## src/rtl/c8e_pkg.sv

```systemverilog
// ============================================================================
// c8e_pkg
// shared widths, codes and memory request types of the chip8 subset executor
// ============================================================================
`default_nettype none

package c8e_pkg;

    localparam int MEM_BYTES   = 4096;
    localparam int SCREEN_COLS = 64;
    localparam int SCREEN_ROWS = 32;
    localparam int NUM_VREGS   = 16;

    localparam int ADDR_W = $clog2(MEM_BYTES);
    localparam int ROW_W  = $clog2(SCREEN_ROWS);
    localparam int COL_W  = $clog2(SCREEN_COLS);
    localparam int VREG_W = $clog2(NUM_VREGS);

    localparam logic [ADDR_W-1:0] PC_START = 12'h200;

    // item modes
    localparam logic [1:0] MODE_LOAD = 2'd0;
    localparam logic [1:0] MODE_EXEC = 2'd1;
    localparam logic [1:0] MODE_READ = 2'd2;
    localparam logic [1:0] MODE_NOP  = 2'd3;

    // opcode groups (top nibble)
    localparam logic [3:0] OPG_SYS = 4'h0;
    localparam logic [3:0] OPG_JP  = 4'h1;
    localparam logic [3:0] OPG_SE  = 4'h3;
    localparam logic [3:0] OPG_LDV = 4'h6;
    localparam logic [3:0] OPG_ADD = 4'h7;
    localparam logic [3:0] OPG_LDI = 4'hA;
    localparam logic [3:0] OPG_DRW = 4'hD;

    localparam logic [15:0] OP_CLS = 16'h00E0;

    typedef struct packed {
        logic              we;
        logic [ADDR_W-1:0] addr;
        logic [7:0]        wdata;
    } t_pm_req;

    typedef struct packed {
        logic                   clr;
        logic                   we;
        logic [ROW_W-1:0]       addr;
        logic [SCREEN_COLS-1:0] wdata;
    } t_fb_req;

    typedef struct packed {
        logic              we;
        logic [VREG_W-1:0] addr;
        logic [7:0]        wdata;
    } t_vr_req;

endpackage

`default_nettype wire

```

## src/rtl/c8e_vreg.sv

```systemverilog
// ============================================================================
// c8e_vreg
// sixteen 8-bit general registers in a small memory with valid bits
// ============================================================================
`default_nettype none

module c8e_vreg (
    input  wire logic              i_clk,
    input  wire logic              i_rst_n,
    input  wire c8e_pkg::t_vr_req  i_req,
    output logic [7:0]             o_rdata
);

    logic [7:0]                     r_mem [0:c8e_pkg::NUM_VREGS-1];
    logic [c8e_pkg::NUM_VREGS-1:0]  r_vld;
    logic [7:0]                     r_rdata;
    logic                           r_rvld;

    always_ff @(posedge i_clk) begin
        if (!i_rst_n) begin
            r_vld  <= '0;
            r_rvld <= 1'b0;
        end else begin
            r_rvld <= r_vld[i_req.addr];
            if (i_req.we) begin
                r_vld[i_req.addr] <= 1'b1;
            end
        end
    end

    always_ff @(posedge i_clk) begin
        if (i_req.we) begin
            r_mem[i_req.addr] <= i_req.wdata;
        end
        r_rdata <= r_mem[i_req.addr];
    end

    assign o_rdata = r_rvld ? r_rdata : 8'h00;

endmodule

`default_nettype wire

```

## config.mk

```make
export PLATFORM = sky130hd
export DESIGN_NAME = c8e_vreg
export DESIGN_NICKNAME = d
export VERILOG_FILES = /design/src/rtl/c8e_pkg.sv /design/src/rtl/c8e_vreg.sv
export SDC_FILE = /design/constraint.sdc
export NUM_CORES = 1
export LEC_CHECK = 0
export BUFFER_PORTS_ARGS = -buffer_cell sky130_fd_sc_hd__buf_2
export CORE_ASPECT_RATIO = 1.2
export CORE_UTILIZATION = 54
export DETAILED_ROUTE_END_ITERATION = 6
export PLACE_DENSITY = 0.74
export SYNTH_ARGS = -nofsm -noshare
export SYNTH_HDL_FRONTEND = slang
export SYNTH_SLANG_ARGS = --single-unit
export TNS_END_PERCENT = 5
```

## constraint.sdc

```tcl
create_clock -name i_clk -period 3.4 [get_ports i_clk]
set_input_delay 0.17 -clock i_clk [delete_from_list [all_inputs] [get_ports i_clk]]
set_output_delay 0.17 -clock i_clk [all_outputs]
set_load 0.02 [all_outputs]
```

# Word-level counts from Yosys, hierarchy flattened
# Memories as Yosys holds them, arrays and structs flattened. A register that Yosys moved wholly into a read port is not among the register bits.
# Cells that the tools add are included.
# totals
ff_bits	17
mem_bits_rw	128
out_inout_bits	8
word_cells	14
n_memories	1
# mem_list
name	words	word_bits	read_ports	rd_ports_with_merged_regs	write_ports	line_no	source
r_mem	16	8	1	1	1	c8e_vreg.sv:14	logic [7:0] r_mem [0:c8e_pkg::NUM_VREGS-1];
# op_classes
magnitude_cmp	2
mux	7
bitwise	1
reduce_logical	1
# op_table
op	count
OR 16 bit	1
two-way mux 8 bit	1
< comparator 4 x 5 -> 1 bit, second input constant	1
binary-select mux 1 bit (select 4 bit)	1
demux 1 bit (select 4 bit)	1
greater-or-equal comparator 4 x 1 -> 1 bit, second input constant	1
two-way mux 1 bit	4
logical AND 1 bit	1

# Longest topological paths before layout
# logic_depth
depth_word	5
depth_mapped	6

# Least setup slack after synthesis
# Ideal clock, no wire load.
# synth_timing
kind	input port to flip-flop
startpoint	input i_req[8] (netlist bit)
endpoint	memory r_mem[2][0], enable pin
setup_time_ns	0.386
arrival_ns	1.337
t_required_ns	3.014
slack_ns	1.677
stages	4
n_path_buf	2
path_cell_list	buf_6 buf_4 nand3b_1 nor3_1
# synth_rtl
element	line_no	source
start: declaration	c8e_vreg.sv:10	input wire c8e_pkg::t_vr_req i_req,
end: declaration	c8e_vreg.sv:14	
# No word-level cell before the write port.

# Worst setup path in the final report
# layout_timing
startpoint	input i_req[8] (netlist bit)
endpoint	memory r_mem[11][6], enable pin
# No word-level cell before the write port.

==> results.md <==
* TritonCTS clock tree: done
* Yosys reg bits at 153
* Post-CTS Resized at 0
* Worst Skew at 0.00581 ns
* Post-CTS Setup Bufs at 0
* Utilization of the core after routing at 0.632
* Synth async-reset ratio at 0
* CTS Buf Count at 17
* Fillers at 696
* CTS Hold Buffers Added at 0
* Row count at 41
* F_max at 525 MHz
* Antenna violations before repair at 0
* Endpoints failing setup at 0
* FF/Latch Area at 4340 um2
* Final Cell Area at 6680 um2
* Top_reg_cell synth: edfxtp_1
* Hold Path Class: in2reg
* Pwr Total at 4.17 mW
* Die X at 97.3 um
* H-Tree Depth at 4
* Final Critical Period at 1.91 ns
* Dpl hpwl at 7.07 mm
* Ports at 23
* Skew-Pair Late Insertion Delay at 0.41 ns
* Syn Inst Count at 292
* Synth cell types at 28
* Syn_nets at 307
* Setup WS pre-CTS at 1.05 ns
* Core Area at 10600 um2
* Delay-heaviest family, CP: simple AND/OR/NAND/NOR gates
* Die area at 11300 um2
* Cell area power density at 624 nW/um2
* Final WL at 11.6 mm
* Post-Syn Area per Cell at 20.1 um2
* Routability congestion estimate at 0.764
* Placed instance area at 6090 um2
* Startpoint Class: input pin
* Share of layout cells above drive strength 1 at 0.185
* Seq/Total Area, Yosys at 0.739
* Gr usage total at 0.224
* Drc violations at 0
* Clk buf depth at 2
* RSZ-0062 raised after global routing: no
* Final period utilization at 0.561
* Die H at 116 um
* First-pass GRT wire length at 17.7 mm
* Final Hold Viols at 0
* Pre-Repair DR Iteration Count at 5
* Critical Path AT at 1.94 ns
* WL per Instance at 25.1 um
* Post-Syn Area at 5880 um2
* Clock root buffer: clkbuf_16
* Largest net degree at the start of global routing at 34
* Critical Path Sink Type: flip-flop
* Slowest-stage cell, CP: nor2_1
* Worst vdd ir at 0.000371 V
* Sink Count at 153
* Vias in the first global route at 2951
* Clock-pin slew on the worst setup and hold paths at 0.05 ns
* Number of synthesized flops with an enable pin at 128
* Static leakage at 2.33 nW
* Port bufs at 22
* Iter 0 DRT Violations at 296
* Antenna-violating nets left at 0
* Multi-input gate area at 1430 um2
* Vias at 2897
* Layout area overhead at 13.6%
* Worst Path Max Fanout at 33
* Worst setup margin at 1.49 ns
* Critical Path RT at 3.43 ns
* Critical path, cell by cell: buf_2 > nand3_1 > nor2_1
* Initial Utilization at 0.556
* GRT Residual Overflow at 0
* Flop2flop setup slack at 1.87 ns
* Drt via density at 6.24
* Critical path type: in2reg
* Nets at 337
* Ys Warns at 0
* Ant. Diodes at 0
* Max-Cap Viols at 0
* Final TNS setup at 0 ns
* Slowest stage delay, CP at 0.78 ns
* Worst-Margin Slew at 0.965 ns
* CP bufs+invs at 1
* Rel. slew slack at 0.355
* Final Max Slew Viols at 0
* Status: finished, final reports clean
## report_power, final
group          switching [mW]  leakage (nW)  total [mW]  internal (mW)
logic                   0.118         0.675       0.190         0.0719
clock network           0.674         0.293        1.89           1.22
registers              0.0134          1.36        2.09           2.08
## layout make-up
| class | count | share of cell area |
|---|---|---|
| timing repair buffer | 28 | 0.0232 |
| multi-input combinational | 122 | 0.214 |
| tap | 129 | 0.0242 |
| clock buffer | 21 | 0.0659 |
| sequential | 153 | 0.650 |
| clock inverter | 11 | 0.0228 |
## stage by stage
step	std cells	hold slack, ns
4_1_cts	464	0.126
3_3_place_gp	432	0.439
6_report	464	0.155
3_5_place_dp	432	0.446
2_1_floorplan	292	0.269
5_1_grt	464	0.156
## Yosys cell counts (3+ instances only)
master,count,area share
nand2b_1,4,0.0043
mux4_1,28,0.13
mux2i_1,3,0.0051
nand3b_1,4,0.0051
o21a_1,16,0.020
a22oi_1,16,0.020
mux4_2,6,0.023
edfxtp_1,128,0.65
nand2_1,10,0.0064
dfxtp_1,25,0.085
buf_1,3,0.0019
nor3_1,3,0.0026
nor2_1,13,0.0083
and2_1,9,0.0096
clkbuf_1,8,0.0051
## placed cells by master (no fill, tap or decap), drive strengths merged
| cell type | count |
|---|---|
| a22oi | 16 |
| and2 | 9 |
| buf | 28 |
| bufinv | 4 |
| clkbuf | 21 |
| clkinv | 7 |
| dfxtp | 25 |
| edfxtp | 128 |
| mux2 | 1 |
| mux2i | 3 |
| mux4 | 34 |
| nand2 | 10 |
| nand2b | 4 |
| nand3 | 2 |
| nand3b | 4 |
| nor2 | 13 |
| nor2b | 2 |
| nor3 | 4 |
| o211ai | 1 |
| o21a | 16 |
| o22ai | 1 |
| o311ai | 1 |
| or3b | 1 |
## kinds of logic after synthesis
group           count (synthesis)  share of synthesized area
compound gates                 35                     0.0447
buf+inv                        17                     0.0183
flops                         153                      0.739
mux                            38                      0.155
simple gates                   49                     0.0432
## metal layers
metal,vias up,part of all wire,track usage,wire length (um)
li1,1267,-,-,-
met1,1492,0.43,0.294,4990
met2,113,0.49,0.349,5700
met3,25,0.049,0.0569,575
met4,0,0.032,0.128,378
met5,-,0,0,0
## registers in the layout (all words and copies together), names as in the netlist
signal and count:
r_rdata 8, r_mem 128, r_vld 16, r_rvld 1
## worst register-to-register path, cell delays in order, from the launching register on
cell and delay [ns]:
edfxtp_1 0.35, mux4_1 0.56, a22oi_1 0.36, nand2_1 0.13
## worst paths after layout
check                 endpoint  cells after the start        start
setup / recovery  r_mem[11][6]                      3     i_req[8]
hold / removal          r_rvld                      3    i_req[10]
setup reg to reg    r_rdata[6]                      3  r_mem[5][6]
hold reg to reg       r_vld[5]                      1     r_vld[5]
(Power assumes the default switching activity.)
