--- config.mk ---
export PLATFORM = sky130hd
export DESIGN_NAME = c8e_fbuf
export DESIGN_NICKNAME = d
export VERILOG_FILES = /design/src/rtl/c8e_pkg.sv /design/src/rtl/c8e_fbuf.sv
export SDC_FILE = /design/constraint.sdc
export NUM_CORES = 2
export LEC_CHECK = 0
export BUFFER_PORTS_ARGS = -buffer_cell sky130_fd_sc_hd__buf_2
export CAP_MARGIN = 10
export CORE_MARGIN = 2
export CORE_UTILIZATION = 62
export DETAILED_ROUTE_END_ITERATION = 8
export PLACE_DENSITY = 0.75
export SETUP_SLACK_MARGIN = 0.15
export SYNTH_ARGS = -nofsm -noshare
export SYNTH_HDL_FRONTEND = slang
export SYNTH_SLANG_ARGS = --single-unit
--- constraint.sdc ---
create_clock -name i_clk -period 5.3 [get_ports i_clk]
set_clock_uncertainty 0.15 [all_clocks]
set_input_delay 0.53 -clock i_clk [delete_from_list [all_inputs] [get_ports i_clk]]
set_output_delay 0.53 -clock i_clk [all_outputs]
set_load 0.01 [all_outputs]
--- src/rtl/c8e_pkg.sv ---
// ============================================================================
// c8e_pkg
// shared widths, codes and memory request types of the chip8 subset executor
// ============================================================================
`default_nettype none

package c8e_pkg;

    localparam int MEM_BYTES   = 4096;
    localparam int SCREEN_COLS = 64;
    localparam int SCREEN_ROWS = 32;
    localparam int NUM_VREGS   = 16;

    localparam int ADDR_W = $clog2(MEM_BYTES);
    localparam int ROW_W  = $clog2(SCREEN_ROWS);
    localparam int COL_W  = $clog2(SCREEN_COLS);
    localparam int VREG_W = $clog2(NUM_VREGS);

    localparam logic [ADDR_W-1:0] PC_START = 12'h200;

    // item modes
    localparam logic [1:0] MODE_LOAD = 2'd0;
    localparam logic [1:0] MODE_EXEC = 2'd1;
    localparam logic [1:0] MODE_READ = 2'd2;
    localparam logic [1:0] MODE_NOP  = 2'd3;

    // opcode groups (top nibble)
    localparam logic [3:0] OPG_SYS = 4'h0;
    localparam logic [3:0] OPG_JP  = 4'h1;
    localparam logic [3:0] OPG_SE  = 4'h3;
    localparam logic [3:0] OPG_LDV = 4'h6;
    localparam logic [3:0] OPG_ADD = 4'h7;
    localparam logic [3:0] OPG_LDI = 4'hA;
    localparam logic [3:0] OPG_DRW = 4'hD;

    localparam logic [15:0] OP_CLS = 16'h00E0;

    typedef struct packed {
        logic              we;
        logic [ADDR_W-1:0] addr;
        logic [7:0]        wdata;
    } t_pm_req;

    typedef struct packed {
        logic                   clr;
        logic                   we;
        logic [ROW_W-1:0]       addr;
        logic [SCREEN_COLS-1:0] wdata;
    } t_fb_req;

    typedef struct packed {
        logic              we;
        logic [VREG_W-1:0] addr;
        logic [7:0]        wdata;
    } t_vr_req;

endpackage

`default_nettype wire

--- src/rtl/c8e_fbuf.sv ---
// ============================================================================
// c8e_fbuf
// 32 x 64 frame buffer memory, per-row valid bits let a clear blank every row
// ============================================================================
`default_nettype none

module c8e_fbuf (
    input  wire logic                              i_clk,
    input  wire logic                              i_rst_n,
    input  wire c8e_pkg::t_fb_req                  i_req,
    output logic [c8e_pkg::SCREEN_COLS-1:0]        o_rdata
);

    logic [c8e_pkg::SCREEN_COLS-1:0] r_mem [0:c8e_pkg::SCREEN_ROWS-1];
    logic [c8e_pkg::SCREEN_ROWS-1:0] r_vld;
    logic [c8e_pkg::SCREEN_COLS-1:0] r_rdata;
    logic                            r_rvld;

    // a row never written since reset or the last clear reads as blank
    always_ff @(posedge i_clk) begin
        if (!i_rst_n) begin
            r_vld  <= '0;
            r_rvld <= 1'b0;
        end else begin
            r_rvld <= r_vld[i_req.addr];
            if (i_req.clr) begin
                r_vld <= '0;
            end else if (i_req.we) begin
                r_vld[i_req.addr] <= 1'b1;
            end
        end
    end

    always_ff @(posedge i_clk) begin
        if (i_req.we) begin
            r_mem[i_req.addr] <= i_req.wdata;
        end
        r_rdata <= r_mem[i_req.addr];
    end

    assign o_rdata = r_rvld ? r_rdata : '0;

endmodule

`default_nettype wire

# Yosys cells after proc, flatten, opt, wreduce, memory -nomap -nowiden
# Memories as Yosys holds them, arrays and structs flattened. A register that Yosys moved wholly into a read port is not among the register bits.
# Cells that the tools add are included.
# Widths: inputs -> output; s select.
[totals]
reg_bits = 33
ramBits = 2048
output_inout_bits = 64
word_cells = 16
memories = 1
[op_classes]
order_cmp = 2
n_mux = 7
bitwise_logic = 2
n_reduce_logical = 2
[mem_list]
columns = ["name", "depth", "width", "read_ports", "rd_clocked_by_memory_dff", "write_ports", "line_no", "source"]
rows = [
  ["r_mem", 32, 64, 1, 1, 1, "c8e_fbuf.sv:14", "logic [c8e_pkg::SCREEN_COLS-1:0] r_mem [0:c8e_pkg::SCREEN_ROWS-1];"],
]
[ops]
columns = ["op", "n"]
rows = [
  ["$mux 64", 1],
  ["$or 32x32->32", 1],
  ["$lt 5x6->1 const B", 1],
  ["$bmux 1 s5", 1],
  ["$demux 1 s5", 1],
  ["$ge 5x1->1 const B", 1],
  ["$mux 1", 4],
  ["$reduce_or 2->1", 1],
  ["$logic_and 1x1->1", 1],
  ["$not 1->1", 1],
]

# Longest topological paths before layout
[logic_depth]
ltp_word = 5
depth_mapped = 7
ltp_nobuf = 4

# Worst setup path after synthesis
# Ideal clock, no wire load.
[synth_path]
path_kind = "input -> register"
from = "in i_req[64] (netlist bit)"
to = "mem r_mem[0][0] (netlist bit) (enable)"
setup_time_ns = 0.488
arrival_time_ns = 4.112
required_time_ns = 4.662
slack_ns = 0.550
path_stages = 5
n_path_buf = 3
path_cell_list = "buf_6 -> buf_6 -> or3b_2 -> clkbuf_1 -> nor2_1"
[synth_rtl]
columns = ["element", "line_no", "source"]
rows = [
  ["start: declaration", "c8e_fbuf.sv:10", "input wire c8e_pkg::t_fb_req i_req,"],
  ["end: declaration", "c8e_fbuf.sv:14", ""],
]
# No word-level cell before the write port.

# Worst setup path after layout
[layout_path]
from = "reg r_rvld"
to = "out o_rdata[63] (netlist bit)"
[layout_via]
elab_chain_len = 1
[layout_lines]
columns = ["element", "line_no", "source"]
rows = [
  ["start: declaration", "c8e_fbuf.sv:17", "logic r_rvld;"],
  ["start signal: assignment", "c8e_fbuf.sv:25", "r_rvld <= r_vld[i_req.addr];"],
  ["$mux 64", "c8e_fbuf.sv:41", "assign o_rdata = r_rvld ? r_rdata : '0;"],
  ["end: declaration", "c8e_fbuf.sv:11", "output logic [c8e_pkg::SCREEN_COLS-1:0] o_rdata"],
]
# No other way between the ends.

==> summary.txt <==
Drt
  • Drt pass-1 iters: 6
  • Total wire length: 198000 um
  • DRT antenna net count: 0
  • Via count: 38801
  • Via density: 7.13
  • DR WL/cell: 36.4 um
  • DR iter-0 viols: 5879
  • Drt drc: 0

Critical path
  • CP Max Fanout: 64
  • CP Launch Type: flop
  • Reg-to-Reg Start: r_mem[7][62]$_DFFE_PP_
  • Crit. End Element: output pin
  • Worst path arrival time: 2.62 ns
  • Crit path required time: 4.62 ns
  • Crit. Startpoint: r_rvld$_SDFF_PN0_
  • Type of the worst setup path: flop to output pin

Global routing
  • GRT Total Usage: 30.7%
  • GRT overflow: 0
  • Vias in the first global route: 39825
  • First-pass GRT wire length: 283000 um
  • Antenna violations before repair: 18
  • Largest net degree at the start of global routing: 158

STA
  • RSZ-0062 raised after global routing: false
  • Worst-Margin Slew: 1.29 ns
  • Crit share post-route: 62.3%
  • Max_slew headroom: 13.7%
  • Fin Hold WS: 0.0561 ns
  • Fmax: 303 MHz
  • Setup TNS: 0 ns
  • Endpoints failing setup: 0
  • Slew Limit Fails: 0
  • Minimum clock period: 3.30 ns
  • Hold Fails Final Rpt: 0

Layout
  • Layout Nets: 3679
  • Area delta synth->final: 12.6%
  • Share of cells above drive strength 1: 28.6%
  • Commonest non-fill, non-tap cells in the layout: edfxtp_1 (2048), mux4_2 (512), a22oi_1 (256), clkbuf_16 (205), buf_2 (134)
  • Most common cell after layout, fill and taps aside: edfxtp_1
  • Register area: 63400 um2
  • Multi-input logic area: 15300 um2
  • Filler instances: 6936

Synthesis
  • Syn Std Cell Area: 79400 um2
  • Synth top area cells: edfxtp_1 (77%), mux4_2 (15%), dfxtp_1 (2.4%), a22oi_1 (2.4%), and2_1 (0.53%)
  • Top cell type's share of synthesized area: 77.5%
  • Yosys cell types: 32
  • Ys Warns: 0
  • Post-Syn Nets: 3430
  • Synthesized instance count: 3357
  • Synth area leader: edfxtp_1
  • Seq cells post-synth: 2145
  • Avg Inst Size Synth: 23.6 um2
  • Register area share after synthesis: 79.9%

Worst hold path
  • Hold_sp: i_req[4]
  • Worst hold path type: input pin to flop

Floorplan
  • Core area: 127000 um2
  • Full die area: 131000 um2
  • Initial Util: 62.3%
  • I/O pins: 137
  • Chip height: 362 um
  • Chip Width: 362 um
  • # rows: 131

Clock tree
  • Clk Latency, worst-skew pair: 0.80 ns
  • # clock sinks: 2145
  • Num CTS Buffers: 199
  • Root Buffer: clkbuf_16
  • CTS tree: yes
  • Clock Pin Slew Worst Setup and Hold Paths: 0.06 ns
  • Post-CTS Setup Bufs: 0
  • Cts hold-fix bufs: 2
  • Cts repair resizes: 0
  • H-tree levels: 4
  • Clk buf depth: 3

Placed design
  • Final HPWL DP: 94500 um
  • Port-buffer cells: 136
  • GP Congestion: 0.788

Power
  • Leak Pwr: 0.0280 uW
  • Total power: 34900 uW
  • Worst VDD drop: 0.000332 V
  • Cell Pwr Density: 390 nW/um2

Flow run
  • Number of max-cap violations: 0

Outcome
  • Status: complete, no violations
==> metrics by stage <==
stage | area, um2 | setup WS, ns | instances | utilization (%)
floorplan | 79400 | 0.550 | 3357 | -
global route | 89300 | 1.97 | 5438 | 70.2
finish | 89400 | 2.00 | 5440 | 70.2
detailed placement | 82600 | 1.22 | 5062 | 64.8
global placement | 82600 | 1.29 | 5061 | 64.8
CTS | 89300 | 2.01 | 5433 | 70.1
==> sequential cells by signal, summed over array words and instances, names as in the netlist <==
name / cells
r_rdata: 64
r_vld: 32
r_rvld: 1
r_mem: 2048
==> per-layer routing <==
metal | GRT usage [%] | vias up | routed length, um
met5 | 0 | - | 88
met4 | 10.8 | 16 | 6460
met3 | 6.76 | 453 | 22300
met2 | 49.2 | 2880 | 97800
met1 | 42.6 | 20488 | 71200
li1 | - | 14964 | -
==> Yosys cell counts, drive strengths merged <==
master and count:
and2 67, a311oi 1, a2111oi 1, edfxtp 2048, or3b 2, o21a 26
nand3 3, o221ai 3, o21ai 1, nand4 64, or3 2, a22oi 256
mux4 512, and3 1, nand2 4, nand2b 5, nor2 48, inv 2
clkbuf 92, nor3 2, nand3b 4, mux2i 16, nor2b 3, buf 92
o22ai 5, dfxtp 97
==> worst max-delay path: stages (launching register included) <==
cell     delay (ns)
dfxtp_4        1.11
and2_1         0.48
buf_2          0.21
==> report_power, final <==
group	leakage, uW	internal, uW	total (uW)	switching, uW
Sequential	0.0193	18800	18900	106
Clock	0.00328	8540	14500	5980
Combinational	0.00548	549	1430	884
Total	0.0280	27900	34900	6970
==> final cells by class <==
cell class,count,area share (%)
flip-flops and latches,2145,71.0
multi-input cells,1026,17.2
clock buffers,288,6.40
well taps,1662,2.33
repair buffers,232,2.01
clock inverters,81,1.07
diodes,4,0.0112
inverters,2,0.00840
==> final timing paths <==
path                             to  slack, ns  cells after the start
max reg2reg     r_rdata[62]$_DFF_P_       3.45                      3
min          r_mem[30][4]$_DFFE_PP_       0.06                      1
min reg2reg  r_vld[17]$_SDFFE_PP0P_       0.32                      1
max                     o_rdata[63]       2.00                      2
==> kinds of logic (layout without fill, tap and decap cells) <==
group                  count (synthesis)  count (layout)  synth area share [%]
AOI/OAI and AO/OA                    293             293                  2.77
buffers and inverters                186             603                  1.08
DFF                                 2145            2145                  79.9
muxes                                528             528                  14.7
other                                  0               4                     0
and+or+nand+nor                      205             205                  1.47
No activity file was read; power rests on OpenSTA's default activity.
